--- src/ccb_pkg.sv ---
// ----------------------------------------------------------------------------
// ccb_pkg: shared types and codes of the click driven circle builder
// Transaction payloads, command, result kind and construction mode codes.
// ----------------------------------------------------------------------------
package ccb_pkg;

  localparam int COORD_BITS = 24;

  localparam logic [1:0] CMD_MOVE   = 2'd0;
  localparam logic [1:0] CMD_PRESS  = 2'd1;
  localparam logic [1:0] CMD_CANCEL = 2'd2;

  localparam logic [1:0] KIND_PREVIEW = 2'd0;
  localparam logic [1:0] KIND_COMMIT  = 2'd1;
  localparam logic [1:0] KIND_CANCEL  = 2'd2;

  localparam logic [1:0] MODE_CENTER_RADIUS = 2'd0;
  localparam logic [1:0] MODE_CENTER_DIAM   = 2'd1;
  localparam logic [1:0] MODE_TWO_ENDS      = 2'd2;
  localparam logic [1:0] MODE_THREE_POINT   = 2'd3;

  typedef struct packed {
    logic [1:0]                   cmd;
    logic signed [COORD_BITS-1:0] point_x;
    logic signed [COORD_BITS-1:0] point_y;
  } ccb_in_t;

  typedef struct packed {
    logic [1:0]                   result_kind;
    logic signed [COORD_BITS-1:0] center_x;
    logic signed [COORD_BITS-1:0] center_y;
    logic [COORD_BITS:0]          radius;
    logic                         collinear;
    logic                         out_of_range;
  } ccb_out_t;

endpackage

--- src/click_driven_circle_builder.sv ---
// ----------------------------------------------------------------------------
// click_driven_circle_builder: circle construction from pointer transactions
// Move, press and cancel transactions arrive on the in_ channel; preview,
// committed and cancel results leave on the out_ channel. cfg_wr_en writes
// the construction mode and clears the pending points.
// Presses that only collect a point, and moves before enough points, give
// no result. A circle is built one bit or one digit per cycle: a shift-add
// multiplier, a restoring divider and a digit square root. A circle takes
// two products and a root in the center and diameter modes; in three-point
// mode twelve products, two quotients and a root are done one after
// another; collinear points end after the two determinant products and a
// center offset beyond the radius range after the second quotient.
// Only one transaction is in work at a time: in_stall is high from the cycle
// after acceptance of a building transaction until its result is loaded into
// the output register. A finished result waits in the output register while
// out_stall is high; the next transaction is still accepted, and only a
// second result waits for the first to leave.
// Reset (synchronous, active low) returns to mode 0 with no pending points
// and an empty output register.
// ----------------------------------------------------------------------------
module click_driven_circle_builder (
  input  logic               clk,
  input  logic               rst_n,
  input  logic               in_valid,
  output logic               in_stall,
  input  ccb_pkg::ccb_in_t   in_data,
  output logic               out_valid,
  input  logic               out_stall,
  output ccb_pkg::ccb_out_t  out_data,
  input  logic               cfg_wr_en,
  input  logic [1:0]         cfg_wr_data
);
  import ccb_pkg::*;

  localparam int CB   = COORD_BITS;
  localparam int DW   = CB + 1;
  localparam int SQW  = 2 * CB + 2;
  localparam int BW   = DW;
  localparam int PW   = SQW + BW;
  localparam int QW   = 3 * CB + 6;
  localparam int WW   = 3 * CB + 8;
  localparam int DVW  = 2 * CB + 4;
  localparam int SSW  = 2 * CB + 4;
  localparam int RTW  = CB + 2;
  localparam int RMW  = RTW + 3;
  localparam int CNTW = $clog2(QW + 1);

  localparam logic [1:0] STEP_FIRST  = 2'd0;
  localparam logic [1:0] STEP_SECOND = 2'd1;
  localparam logic [1:0] STEP_THIRD  = 2'd2;

  typedef enum logic [3:0] {
    S_IDLE, S_MLD, S_MUL, S_MACC, S_CHK, S_DLD, S_DIV, S_DFIN,
    S_SQLD, S_SQRT, S_SFIN, S_OUT
  } state_t;

  typedef enum logic [3:0] {
    OP_DET1, OP_DET2, OP_SBX, OP_SBY, OP_SQX, OP_SQY,
    OP_NX1, OP_NX2, OP_NY1, OP_NY2, OP_UX, OP_UY
  } op_t;

  state_t                 state_r;
  op_t                    op_r;
  logic [1:0]             mode_r;
  logic [1:0]             step_r;
  logic                   out_valid_r;
  ccb_out_t               out_data_r;

  logic signed [CB-1:0]   fst_x_r, fst_y_r, sec_x_r, sec_y_r, cur_x_r, cur_y_r;
  logic [1:0]             kind_r;
  logic signed [CB-1:0]   ox_r, oy_r;
  logic [CB:0]            rad_r;
  logic                   col_r, oor_r, big_r, dsel_r, dneg_r;

  logic signed [WW-1:0]   det_r, sumb_r, sumq_r, nx_r, ny_r, rsq_r;
  logic [BW-1:0]          uxm_r, uym_r;

  logic [PW-1:0]          mc_r, acc_r;
  logic [BW-1:0]          mp_r;
  logic                   msign_r;
  logic [CNTW-1:0]        itc_r;

  logic [QW-1:0]          dq_r;
  logic [DVW-1:0]         rem_r, dvs_r;

  logic [SSW-1:0]         sv_r;
  logic [RTW-1:0]         rt_r;
  logic [RMW-1:0]         rm_r;

  function automatic logic [DW-1:0] mag_d(input logic signed [DW-1:0] v);
    return v[DW-1] ? DW'(-v) : DW'(v);
  endfunction

  function automatic logic [WW-1:0] mag_w(input logic signed [WW-1:0] v);
    return v[WW-1] ? WW'(-v) : WW'(v);
  endfunction

  // Flag bit on top, clamped coordinate below.
  function automatic logic [CB:0] sat_c(input logic signed [WW-1:0] v);
    logic [WW-CB:0] top;
    top = v[WW-1:CB-1];
    if (top == '0 || top == '1) begin
      return {1'b0, v[CB-1:0]};
    end else if (v[WW-1]) begin
      return {1'b1, 1'b1, {(CB-1){1'b0}}};
    end else begin
      return {1'b1, 1'b0, {(CB-1){1'b1}}};
    end
  endfunction

  // Midpoint rounded half away from zero; always inside the coordinate range.
  function automatic logic [CB-1:0] mid_c(input logic signed [CB-1:0] a,
                                          input logic signed [CB-1:0] b);
    logic signed [DW-1:0] v;
    logic [DW-1:0]        m;
    v = $signed({a[CB-1], a}) + $signed({b[CB-1], b});
    m = (mag_d(v) + DW'(1)) >> 1;
    return v[DW-1] ? CB'(-m) : CB'(m);
  endfunction

  // Differences from the first point.
  logic signed [DW-1:0] bx, by, qx, qy;
  assign bx = $signed({sec_x_r[CB-1], sec_x_r}) - $signed({fst_x_r[CB-1], fst_x_r});
  assign by = $signed({sec_y_r[CB-1], sec_y_r}) - $signed({fst_y_r[CB-1], fst_y_r});
  assign qx = $signed({cur_x_r[CB-1], cur_x_r}) - $signed({fst_x_r[CB-1], fst_x_r});
  assign qy = $signed({cur_y_r[CB-1], cur_y_r}) - $signed({fst_y_r[CB-1], fst_y_r});

  // Operand selection for the shared multiplier.
  logic [SQW-1:0] opa;
  logic [BW-1:0]  opb;
  logic           opa_s, opb_s, op_sub;
  logic signed [WW-1:0] macc_old, macc_val, prod_s;

  always_comb begin
    opa      = '0;
    opb      = '0;
    opa_s    = 1'b0;
    opb_s    = 1'b0;
    op_sub   = 1'b0;
    macc_old = '0;
    case (op_r)
      OP_DET1: begin
        opa = SQW'(mag_d(bx)); opa_s = bx[DW-1]; opb = mag_d(qy); opb_s = qy[DW-1];
        macc_old = det_r;
      end
      OP_DET2: begin
        opa = SQW'(mag_d(by)); opa_s = by[DW-1]; opb = mag_d(qx); opb_s = qx[DW-1];
        op_sub = 1'b1; macc_old = det_r;
      end
      OP_SBX: begin
        opa = SQW'(mag_d(bx)); opb = mag_d(bx); macc_old = sumb_r;
      end
      OP_SBY: begin
        opa = SQW'(mag_d(by)); opb = mag_d(by); macc_old = sumb_r;
      end
      OP_SQX: begin
        opa = SQW'(mag_d(qx)); opb = mag_d(qx); macc_old = sumq_r;
      end
      OP_SQY: begin
        opa = SQW'(mag_d(qy)); opb = mag_d(qy); macc_old = sumq_r;
      end
      OP_NX1: begin
        opa = sumb_r[SQW-1:0]; opb = mag_d(qy); opb_s = qy[DW-1]; macc_old = nx_r;
      end
      OP_NX2: begin
        opa = sumq_r[SQW-1:0]; opb = mag_d(by); opb_s = by[DW-1];
        op_sub = 1'b1; macc_old = nx_r;
      end
      OP_NY1: begin
        opa = sumq_r[SQW-1:0]; opb = mag_d(bx); opb_s = bx[DW-1]; macc_old = ny_r;
      end
      OP_NY2: begin
        opa = sumb_r[SQW-1:0]; opb = mag_d(qx); opb_s = qx[DW-1];
        op_sub = 1'b1; macc_old = ny_r;
      end
      OP_UX: begin
        opa = SQW'(uxm_r); opb = uxm_r; macc_old = rsq_r;
      end
      OP_UY: begin
        opa = SQW'(uym_r); opb = uym_r; macc_old = rsq_r;
      end
      default: begin
        opa = '0;
      end
    endcase
  end

  assign prod_s   = msign_r ? -$signed(WW'(acc_r)) : $signed(WW'(acc_r));
  assign macc_val = op_sub ? macc_old - prod_s : macc_old + prod_s;

  // Shift-add multiplier step.
  logic [PW-1:0] acc_nxt;
  assign acc_nxt = mp_r[0] ? acc_r + mc_r : acc_r;

  // Divider: |n| + |det| over 2|det| gives the quotient rounded half away.
  logic signed [WW-1:0] nsel;
  logic [WW-1:0]        an, adet;
  logic [QW-1:0]        dvd_ld;
  logic [DVW-1:0]       dvs_ld;
  logic [DVW:0]         remt;
  logic                 dge;
  logic [DVW-1:0]       rem_nxt;
  logic [QW-1:0]        dq_nxt;

  assign nsel    = dsel_r ? ny_r : nx_r;
  assign an      = mag_w(nsel);
  assign adet    = mag_w(det_r);
  assign dvd_ld  = QW'(an + adet);
  assign dvs_ld  = {adet[DVW-2:0], 1'b0};
  assign remt    = {rem_r, dq_r[QW-1]};
  assign dge     = remt >= {1'b0, dvs_r};
  assign rem_nxt = dge ? DVW'(remt - {1'b0, dvs_r}) : DVW'(remt);
  assign dq_nxt  = {dq_r[QW-2:0], dge};

  // Quotient to center coordinate.
  logic signed [WW-1:0] uq, fsel, csum;
  logic [CB:0]          csat;
  logic                 qbig;
  assign uq   = dneg_r ? -$signed(WW'(dq_r)) : $signed(WW'(dq_r));
  assign fsel = dsel_r ? WW'(fst_y_r) : WW'(fst_x_r);
  assign csum = fsel + uq;
  assign csat = sat_c(csum);
  assign qbig = |dq_r[QW-1:BW];

  // Digit square root step, two radicand bits per cycle.
  logic [RMW-1:0] remt_s, trial;
  logic           sge;
  logic [RMW-1:0] rm_nxt;
  logic [RTW-1:0] rt_nxt;
  logic [SSW-1:0] sv_nxt;
  assign remt_s = {rm_r[RMW-3:0], sv_r[SSW-1:SSW-2]};
  assign trial  = {1'b0, rt_r, 2'b01};
  assign sge    = remt_s >= trial;
  assign rm_nxt = sge ? remt_s - trial : remt_s;
  assign rt_nxt = {rt_r[RTW-2:0], sge};
  assign sv_nxt = {sv_r[SSW-3:0], 2'b00};

  logic [RTW:0] rad_rnd, rad_half, rad_sel;
  logic         rad_big;
  assign rad_rnd  = (RTW+1)'(rt_r) + (RTW+1)'(rm_r > RMW'(rt_r));
  assign rad_half = ((RTW+1)'(rt_r) + (RTW+1)'(1)) >> 1;
  assign rad_sel  = (mode_r == MODE_CENTER_RADIUS || mode_r == MODE_THREE_POINT) ?
                    rad_rnd : rad_half;
  assign rad_big  = |rad_sel[RTW:CB+1];

  logic [1:0] last_step;
  assign last_step = (mode_r == MODE_THREE_POINT) ? STEP_THIRD : STEP_SECOND;

  always_ff @(posedge clk) begin
    if (!rst_n) begin
      state_r     <= S_IDLE;
      step_r      <= STEP_FIRST;
      mode_r      <= MODE_CENTER_RADIUS;
      out_valid_r <= 1'b0;
    end else begin
      // The wait state reloads the output register itself.
      if (out_valid_r && !out_stall && state_r != S_OUT) begin
        out_valid_r <= 1'b0;
      end
      case (state_r)
        S_IDLE: begin
          if (in_valid) begin
            case (in_data.cmd)
              CMD_CANCEL: begin
                if (step_r != STEP_FIRST) begin
                  step_r  <= STEP_FIRST;
                  kind_r  <= KIND_CANCEL;
                  ox_r    <= '0;
                  oy_r    <= '0;
                  rad_r   <= '0;
                  col_r   <= 1'b0;
                  oor_r   <= 1'b0;
                  state_r <= S_OUT;
                end
              end
              CMD_MOVE, CMD_PRESS: begin
                if (in_data.cmd == CMD_PRESS && step_r == STEP_FIRST) begin
                  fst_x_r <= in_data.point_x;
                  fst_y_r <= in_data.point_y;
                  step_r  <= STEP_SECOND;
                end else if (in_data.cmd == CMD_PRESS && step_r < last_step) begin
                  sec_x_r <= in_data.point_x;
                  sec_y_r <= in_data.point_y;
                  step_r  <= STEP_THIRD;
                end else if (step_r == last_step) begin
                  // Start building a circle through the current point.
                  cur_x_r <= in_data.point_x;
                  cur_y_r <= in_data.point_y;
                  kind_r  <= (in_data.cmd == CMD_PRESS) ? KIND_COMMIT : KIND_PREVIEW;
                  col_r   <= 1'b0;
                  oor_r   <= 1'b0;
                  det_r   <= '0;
                  sumb_r  <= '0;
                  sumq_r  <= '0;
                  nx_r    <= '0;
                  ny_r    <= '0;
                  rsq_r   <= '0;
                  if (mode_r == MODE_TWO_ENDS) begin
                    ox_r <= mid_c(fst_x_r, in_data.point_x);
                    oy_r <= mid_c(fst_y_r, in_data.point_y);
                  end else begin
                    ox_r <= fst_x_r;
                    oy_r <= fst_y_r;
                  end
                  op_r    <= (mode_r == MODE_THREE_POINT) ? OP_DET1 : OP_SQX;
                  state_r <= S_MLD;
                  if (in_data.cmd == CMD_PRESS) begin
                    step_r <= STEP_FIRST;
                  end
                end else if (in_data.cmd == CMD_PRESS) begin
                  step_r <= STEP_FIRST;
                end
              end
              default: begin
                state_r <= S_IDLE;
              end
            endcase
          end
        end
        S_MLD: begin
          mc_r    <= PW'(opa);
          mp_r    <= opb;
          msign_r <= opa_s ^ opb_s;
          acc_r   <= '0;
          itc_r   <= '0;
          state_r <= S_MUL;
        end
        S_MUL: begin
          acc_r <= acc_nxt;
          mc_r  <= mc_r << 1;
          mp_r  <= mp_r >> 1;
          itc_r <= itc_r + CNTW'(1);
          if (itc_r == CNTW'(BW - 1)) begin
            state_r <= S_MACC;
          end
        end
        S_MACC: begin
          state_r <= S_MLD;
          case (op_r)
            OP_DET1: begin det_r <= macc_val; op_r <= OP_DET2; end
            OP_DET2: begin det_r <= macc_val; state_r <= S_CHK; end
            OP_SBX:  begin sumb_r <= macc_val; op_r <= OP_SBY; end
            OP_SBY:  begin sumb_r <= macc_val; op_r <= OP_SQX; end
            OP_SQX:  begin sumq_r <= macc_val; op_r <= OP_SQY; end
            OP_SQY: begin
              sumq_r <= macc_val;
              if (mode_r == MODE_THREE_POINT) begin
                op_r <= OP_NX1;
              end else begin
                state_r <= S_SQLD;
              end
            end
            OP_NX1:  begin nx_r <= macc_val; op_r <= OP_NX2; end
            OP_NX2:  begin nx_r <= macc_val; op_r <= OP_NY1; end
            OP_NY1:  begin ny_r <= macc_val; op_r <= OP_NY2; end
            OP_NY2: begin
              ny_r    <= macc_val;
              dsel_r  <= 1'b0;
              state_r <= S_DLD;
            end
            OP_UX:   begin rsq_r <= macc_val; op_r <= OP_UY; end
            OP_UY:   begin rsq_r <= macc_val; state_r <= S_SQLD; end
            default: begin state_r <= S_IDLE; end
          endcase
        end
        S_CHK: begin
          if (det_r == '0) begin
            // Collinear points: no circle exists.
            col_r   <= 1'b1;
            ox_r    <= '0;
            oy_r    <= '0;
            rad_r   <= '0;
            state_r <= S_OUT;
          end else begin
            op_r    <= OP_SBX;
            state_r <= S_MLD;
          end
        end
        S_DLD: begin
          dq_r    <= dvd_ld;
          dvs_r   <= dvs_ld;
          rem_r   <= '0;
          dneg_r  <= nsel[WW-1] ^ det_r[WW-1];
          itc_r   <= '0;
          state_r <= S_DIV;
        end
        S_DIV: begin
          dq_r  <= dq_nxt;
          rem_r <= rem_nxt;
          itc_r <= itc_r + CNTW'(1);
          if (itc_r == CNTW'(QW - 1)) begin
            state_r <= S_DFIN;
          end
        end
        S_DFIN: begin
          if (!dsel_r) begin
            ox_r    <= csat[CB-1:0];
            oor_r   <= oor_r | csat[CB];
            uxm_r   <= dq_r[BW-1:0];
            big_r   <= qbig;
            dsel_r  <= 1'b1;
            state_r <= S_DLD;
          end else begin
            oy_r  <= csat[CB-1:0];
            uym_r <= dq_r[BW-1:0];
            // A center offset this large saturates the radius outright.
            if (big_r || qbig) begin
              rad_r   <= '1;
              oor_r   <= 1'b1;
              state_r <= S_OUT;
            end else begin
              oor_r   <= oor_r | csat[CB];
              op_r    <= OP_UX;
              state_r <= S_MLD;
            end
          end
        end
        S_SQLD: begin
          sv_r    <= (mode_r == MODE_THREE_POINT) ? rsq_r[SSW-1:0] : sumq_r[SSW-1:0];
          rt_r    <= '0;
          rm_r    <= '0;
          itc_r   <= '0;
          state_r <= S_SQRT;
        end
        S_SQRT: begin
          sv_r  <= sv_nxt;
          rt_r  <= rt_nxt;
          rm_r  <= rm_nxt;
          itc_r <= itc_r + CNTW'(1);
          if (itc_r == CNTW'(RTW - 1)) begin
            state_r <= S_SFIN;
          end
        end
        S_SFIN: begin
          if (rad_big) begin
            rad_r <= '1;
            oor_r <= 1'b1;
          end else begin
            rad_r <= rad_sel[CB:0];
          end
          state_r <= S_OUT;
        end
        S_OUT: begin
          if (!out_valid_r || !out_stall) begin
            out_data_r.result_kind  <= kind_r;
            out_data_r.center_x     <= ox_r;
            out_data_r.center_y     <= oy_r;
            out_data_r.radius       <= rad_r;
            out_data_r.collinear    <= col_r;
            out_data_r.out_of_range <= oor_r;
            out_valid_r             <= 1'b1;
            state_r                 <= S_IDLE;
          end
        end
        default: begin
          state_r <= S_IDLE;
        end
      endcase
      if (cfg_wr_en) begin
        mode_r <= cfg_wr_data;
        step_r <= STEP_FIRST;
      end
    end
  end

  assign in_stall  = (state_r != S_IDLE);
  assign out_valid = out_valid_r;
  assign out_data  = out_data_r;

  a_third_step_only_in_three_point: assert property (@(posedge clk) disable iff (!rst_n)
    (mode_r != MODE_THREE_POINT) |-> (step_r != STEP_THIRD && step_r <= STEP_THIRD))
    else $error("build step beyond the last point of the mode");

  a_result_waits_while_stalled: assert property (@(posedge clk) disable iff (!rst_n)
    (state_r == S_OUT && out_valid_r && out_stall) |=> (state_r == S_OUT && out_valid_r))
    else $error("result left the wait state while the output register was full");

  a_collinear_gives_empty_circle: assert property (@(posedge clk) disable iff (!rst_n)
    (out_valid_r && out_data_r.collinear) |->
    (out_data_r.radius == '0 && !out_data_r.out_of_range && out_data_r.center_x == '0))
    else $error("collinear result carries a circle");

  a_cancel_is_empty: assert property (@(posedge clk) disable iff (!rst_n)
    (out_valid_r && out_data_r.result_kind == KIND_CANCEL) |->
    (out_data_r.radius == '0 && out_data_r.center_y == '0 && !out_data_r.collinear))
    else $error("cancel transaction carries circle data");

endmodule

--- config.mk ---
export PLATFORM = sky130hd
export DESIGN_NAME = click_driven_circle_builder
export DESIGN_NICKNAME = d
export VERILOG_FILES = /design/src/ccb_pkg.sv /design/src/click_driven_circle_builder.sv
export SDC_FILE = /design/constraint.sdc
export NUM_CORES = 2
export LEC_CHECK = 0
export ABC_AREA = 1
export BUFFER_PORTS_ARGS = -buffer_cell sky130_fd_sc_hd__buf_2
export CORE_MARGIN = 1
export CORE_UTILIZATION = 57
export DETAILED_ROUTE_END_ITERATION = 8
export PLACE_DENSITY = 0.77
export SYNTH_ARGS = -nofsm -noshare
export SYNTH_HDL_FRONTEND = slang
export SYNTH_SLANG_ARGS = --single-unit
--- constraint.sdc ---
create_clock -name clk -period 11 [get_ports clk]
set_input_delay 2.2 -clock clk [delete_from_list [all_inputs] [get_ports clk]]
set_output_delay 2.2 -clock clk [all_outputs]
set_load 0.005 [all_outputs]
[Yosys cells after proc, flatten, opt, wreduce, memory -nomap -nowiden]
Cells that the tools add are included.
Cells by class
  bitwise logic cells: 7
  add/subtract/negate cells: 30
  reduce and logical (&&, ||, !) cells: 84
  order comparisons: 4
  equality and inequality tests: 70
  muxes and demuxes: 137
Operator list (number)
  $mux 80: 16
  $pmux 80 s2: 6
  $pmux 80 s6: 1
  $mux 24: 17
  $pmux 50 s8: 1
  $mux 25: 14
  $pmux 75 s2: 2
  $pmux 52 s2: 2
  $add 80x80->80: 2
  $mux 78: 2
  $neg 78->78: 2
  $pmux 78 s2: 1
  $neg 25->25: 6
  $pmux 25 s6: 1
  $pmux 24 s3: 2
  $mux 52: 2
  $pmux 25 s4: 1
  $sub 24x24->25: 4
  $pmux 24 s2: 2
  $mux 4: 22
  $logic_not 80->1: 1
  $neg 75->80: 1
  $neg 78->80: 1
  $sub 80x80->80: 1
  74 further kinds: 222
Storage, ports and cells
  input bits: 57
  logic and storage cells: 377
  bits in registers: 1315
  output and inout bits: 79

[Logic depth before layout (Yosys ltp)]
  word-level depth: 13
  mapped depth: 44
  depth with buffers taken out: 44

[Worst setup path before layout]
OpenSTA, ideal clock, no wires.
  kind: input -> register
  from: input port rst_n
  to: register rm_r[0], enable pin
  path buffers: 1
  setup time: 0.704 ns
  required time: 10.296 ns
  slack: 0.387 ns
  cell stages on the path: 3
  arrival: 9.909 ns
  cell sequence: clkbuf_1 -> inv_1 -> nor3_1
Between the ends
  word-level cells in the longest chain between the ends: 1
RTL lines
  start, declared: line click_driven_circle_builder.sv:23  | input logic rst_n,
  $reduce_and 2->1 (no source line)
  end signal, assigned: line click_driven_circle_builder.sv:428  | rm_r <= rm_nxt;
  end, declared: line click_driven_circle_builder.sv:88  | logic [RMW-1:0] rm_r;
Every way passes these cells.
A chain may end at the register's enable or synchronous reset.

[Final worst setup path]
  from: register op_r[3]
  to: register nx_r[73], data pin
Between the ends
  word-level cells in the longest chain between the ends: 7
  elaborated cells between the ends (all ways): 26
  classes of those cells: add/sub (2); eq/ne (11); mux (5); reduce/logical (8)
RTL lines
  start, declared: line click_driven_circle_builder.sv:63  | op_t op_r;
  start signal, assigned: line click_driven_circle_builder.sv:305  | op_r <= (mode_r == MODE_THREE_POINT) ? OP_DET1 : OP_SQX;
  $eq 4x4->1, or another cell as far along: line click_driven_circle_builder.sv:141  | case (op_r)
  $reduce_or 2->1 (no source line)
  $pmux 80 s6: line click_driven_circle_builder.sv:141
  $add 80x80->80 or $sub 80x80->80 (tied branches): line click_driven_circle_builder.sv:189  | assign macc_val = op_sub ? macc_old - prod_s : macc_old + prod_s;
  $mux 80 (*): line click_driven_circle_builder.sv:189
  $mux 80 (*): line click_driven_circle_builder.sv:339  | case (op_r)
  $pmux 80 s2 (*): line click_driven_circle_builder.sv:260  | case (state_r)
  end signal, assigned: line click_driven_circle_builder.sv:295  | nx_r <= '0;
  end signal, assigned: line click_driven_circle_builder.sv:353  | OP_NX1: begin nx_r <= macc_val; op_r <= OP_NX2; end
  end signal, assigned: line click_driven_circle_builder.sv:354  | OP_NX2: begin nx_r <= macc_val; op_r <= OP_NY1; end
  end, declared: line click_driven_circle_builder.sv:75  | logic signed [WW-1:0] det_r, sumb_r, sumq_r, nx_r, ny_r, rsq_r;
Every way passes the cells marked *; elsewhere a longest branch is shown, timed or not. The select of a mux whose other input is x is not followed.

==> results.toml <==
[pwr]
max-vdd-ir-drop_mv = 0.158
power_density_nw_per_um2 = 180
p_leak_nw = 47.4

[cts]
holdBufCountCts = 0
cts_resized = 0
worstSkewPairLatency_ns = 0.85
post-cts-setup-buffers = 0
cts-htree-levels = 4
cts_tree = "done"
cts_sinks = 1315
clkTransAtPathRegs_ns = 0.07
cts.root.buffer_cell = "clkbuf_16"
cts_made_buffers = 144
cts.path.max_buffers = 3

[synth]
synth_top_cell_by_area = "edfxtp_1"
synth_top_area_share_pct = 37.5
synth_ff_type = "edfxtp_1"
synthTopCellsByArea = "edfxtp_1 (37%), nand2_1 (9.9%), inv_1 (7.0%)"
seq_area_frac_synth_pct = 37.6
synth.most_common_cell = "nand2_1"
syn_inst = 13859
synth_area_per_cell_um2 = 7.56
ys_warn_count = 0
synth_nets = 14488
ys_seq_elements = 1315
ys_top_cells_by_count = "nand2_1 (2768), inv_1 (1948), nor2_1 (1688)"
synth_edf_count = 1306
synthArstFlopShare_pct = 0
ys_types = 87
syn_area_um2 = 105000

[worst_hold_path]
hold_depth = 0
hold_path.class = "flip-flop to flip-flop"

[drt]
drt-total-wl_um = 362000
drtIter0Drc = 13939
wl_per_cell_um = 22.0
via_count = 99821
drcViolationCount = 0
drt-pass1-iter-count = 7
vias_per_cell = 6.07
ant_nets = 0

[sta]
fmax_ghz = 0.131
rsz0062_at_grt = "false"
skew_ns = 0.0494
slew-limit-headroom_pct = 5.97
setup_tns_ns = 0
final_hold_viol_count = 0
slew_violations = 0
min_period_ns = 7.66
setup-violations-final = 0
final.period_utilization_pct = 69.6
tightestPinTransition_ns = 1.40

[die]
num_rows = 156
start_util_pct = 57.7
coreArea_um2 = 182000
dieWidth_um = 431
ios = 136
die_area_um2 = 185000
die_h_um = 431

[grt]
overflow = 0
grt_usage_pct = 37.9
grt_first_pass_wirelength_um = 540000
grt_max_degree = 149
first_global_vias = 90496
grt_antenna_before_repair = 16

[setup_path]
startpoint_type = "flip-flop"
rr_worst_depth = 28
end_kind = "flip-flop"
cp_slowest_cell = "buf_4"
critPathRequiredTime_ns = 11.54
cpPeakStageDelay_ns = 0.80
critical_path.max_fanout = 54
path_class = "flip-flop to flip-flop"
crit_arrival_ns = 8.19
cp_common_cell = "nor2_1"

[placed_design]
post-dp-hpwl_um = 283000
place_inst = 16167
io_buffers = 135
place_congestion = 1.07

[run_status]
status = "complete, no violations"

[layout]
stdcell_count = 16434
seq_area_um2 = 39400
layout.nets = 14572
multi_input_area_um2 = 56900
n_fill_cell = 16332
area_growth_pct = 7.88
drive_above_1_share_pct = 5.79

[run]
max_cap_violations = 0
per-stage QoR:
step	setup WS, ns	util (%)	hold slack (ns)	power [mW]	area, um^2
floorplan	0.387	-	0.400	12.4	105000
global route	2.71	62.2	0.403	21.2	113000
finish	3.34	62.2	0.417	20.3	113000
global placement	3.82	59.6	0.404	15.0	108000
CTS	3.57	62.2	0.418	19.9	113000
detailed placement	3.62	59.6	0.405	15.1	108000
worst paths after layout:
| path | start | end | slack [ns] |
|---|---|---|---|
| max reg2reg | op_r[3] | nx_r[73] | 3.34 |
| min | rad_r[22] | out_data[24] | 0.42 |
| max | op_r[3] | nx_r[73] | 3.34 |
| min reg2reg | rad_r[22] | out_data[24] | 0.42 |
layer usage:
| metal | GRT usage (%) | wire length (um) | vias up |
|---|---|---|---|
| met5 | 0 | 164 | - |
| met4 | 12.9 | 13700 | 12 |
| met1 | 52.4 | 146000 | 45822 |
| met2 | 55.9 | 151000 | 6017 |
| met3 | 12.0 | 51300 | 788 |
| li1 | - | - | 47182 |
state kept, by name (all words and copies together) (netlist names), 75 cells and up:
signal and count:
det_r 80, nx_r 80, ny_r 80, rsq_r 80, sumb_r 80, sumq_r 80
dq_r 78, out_data 77, acc_r 75, mc_r 75
critical path, delay by kind of cell (launching register included):
| kind | cells | cell delay (ns) |
|---|---|---|
| adders and majority gates | 1 | 0.36 |
| AOI/OAI and AO/OA | 11 | 2.54 |
| buffers and inverters | 5 | 1.66 |
| DFF | 1 | 0.42 |
| and+or+nand+nor | 11 | 2.27 |
layout make-up:
class | instances | area share, %
diodes | 8 | 0.0177
repair buffers | 234 | 1.28
inverters | 2004 | 6.66
flip-flops and latches | 1315 | 34.9
multi-input cells | 10244 | 50.3
clock inverters | 93 | 0.929
well taps | 2370 | 2.63
clock buffers | 166 | 3.26
report_power, final:
group | switching, mW | internal (mW) | leakage (nW)
clock network | 2.21 | 2.73 | 2.29
registers | 0.379 | 6.39 | 12.1
logic | 6.12 | 2.46 | 33.0
logic make-up (layout without fill, tap and decap cells):
family | after synthesis | after routing | synth area share, %
mux | 18 | 18 | 0.172
fa+ha+maj | 572 | 572 | 6.91
simple gates | 5902 | 5902 | 24.0
other cells | 0 | 8 | 0
xor+xnor | 821 | 821 | 6.92
compound gates | 2931 | 2931 | 16.0
buf+inv | 2300 | 2497 | 8.33
flops | 1315 | 1315 | 37.6
placed cells by master, fill, tap and decap left out, drive strengths merged, types with 13 or more instances in the layout:
master | Yosys | layout
xnor2 | 228 | 228
nand4 | 199 | 199
inv | 1989 | 1999
nor2 | 1750 | 1750
a21boi | 29 | 29
o21bai | 43 | 43
o22ai | 32 | 32
mux2i | 18 | 18
ha | 561 | 561
nor3 | 269 | 269
a31o | 13 | 13
nand3b | 30 | 30
a211oi | 28 | 28
a22oi | 104 | 104
buf | 62 | 234
edfxtp | 1306 | 1306
xor2 | 593 | 593
nor4 | 95 | 95
nand2 | 2823 | 2823
a221oi | 54 | 54
o211ai | 46 | 46
o21a | 83 | 83
o221ai | 33 | 33
clkinv | 15 | 81
a21oi | 1139 | 1139
o31ai | 26 | 26
a31oi | 219 | 219
o2111ai | 50 | 50
a21o | 32 | 32
nand3 | 625 | 625
or2 | 79 | 79
clkbuf | 234 | 166
o21ai | 960 | 960
Note: power is estimated with default switching activity, not from simulation.
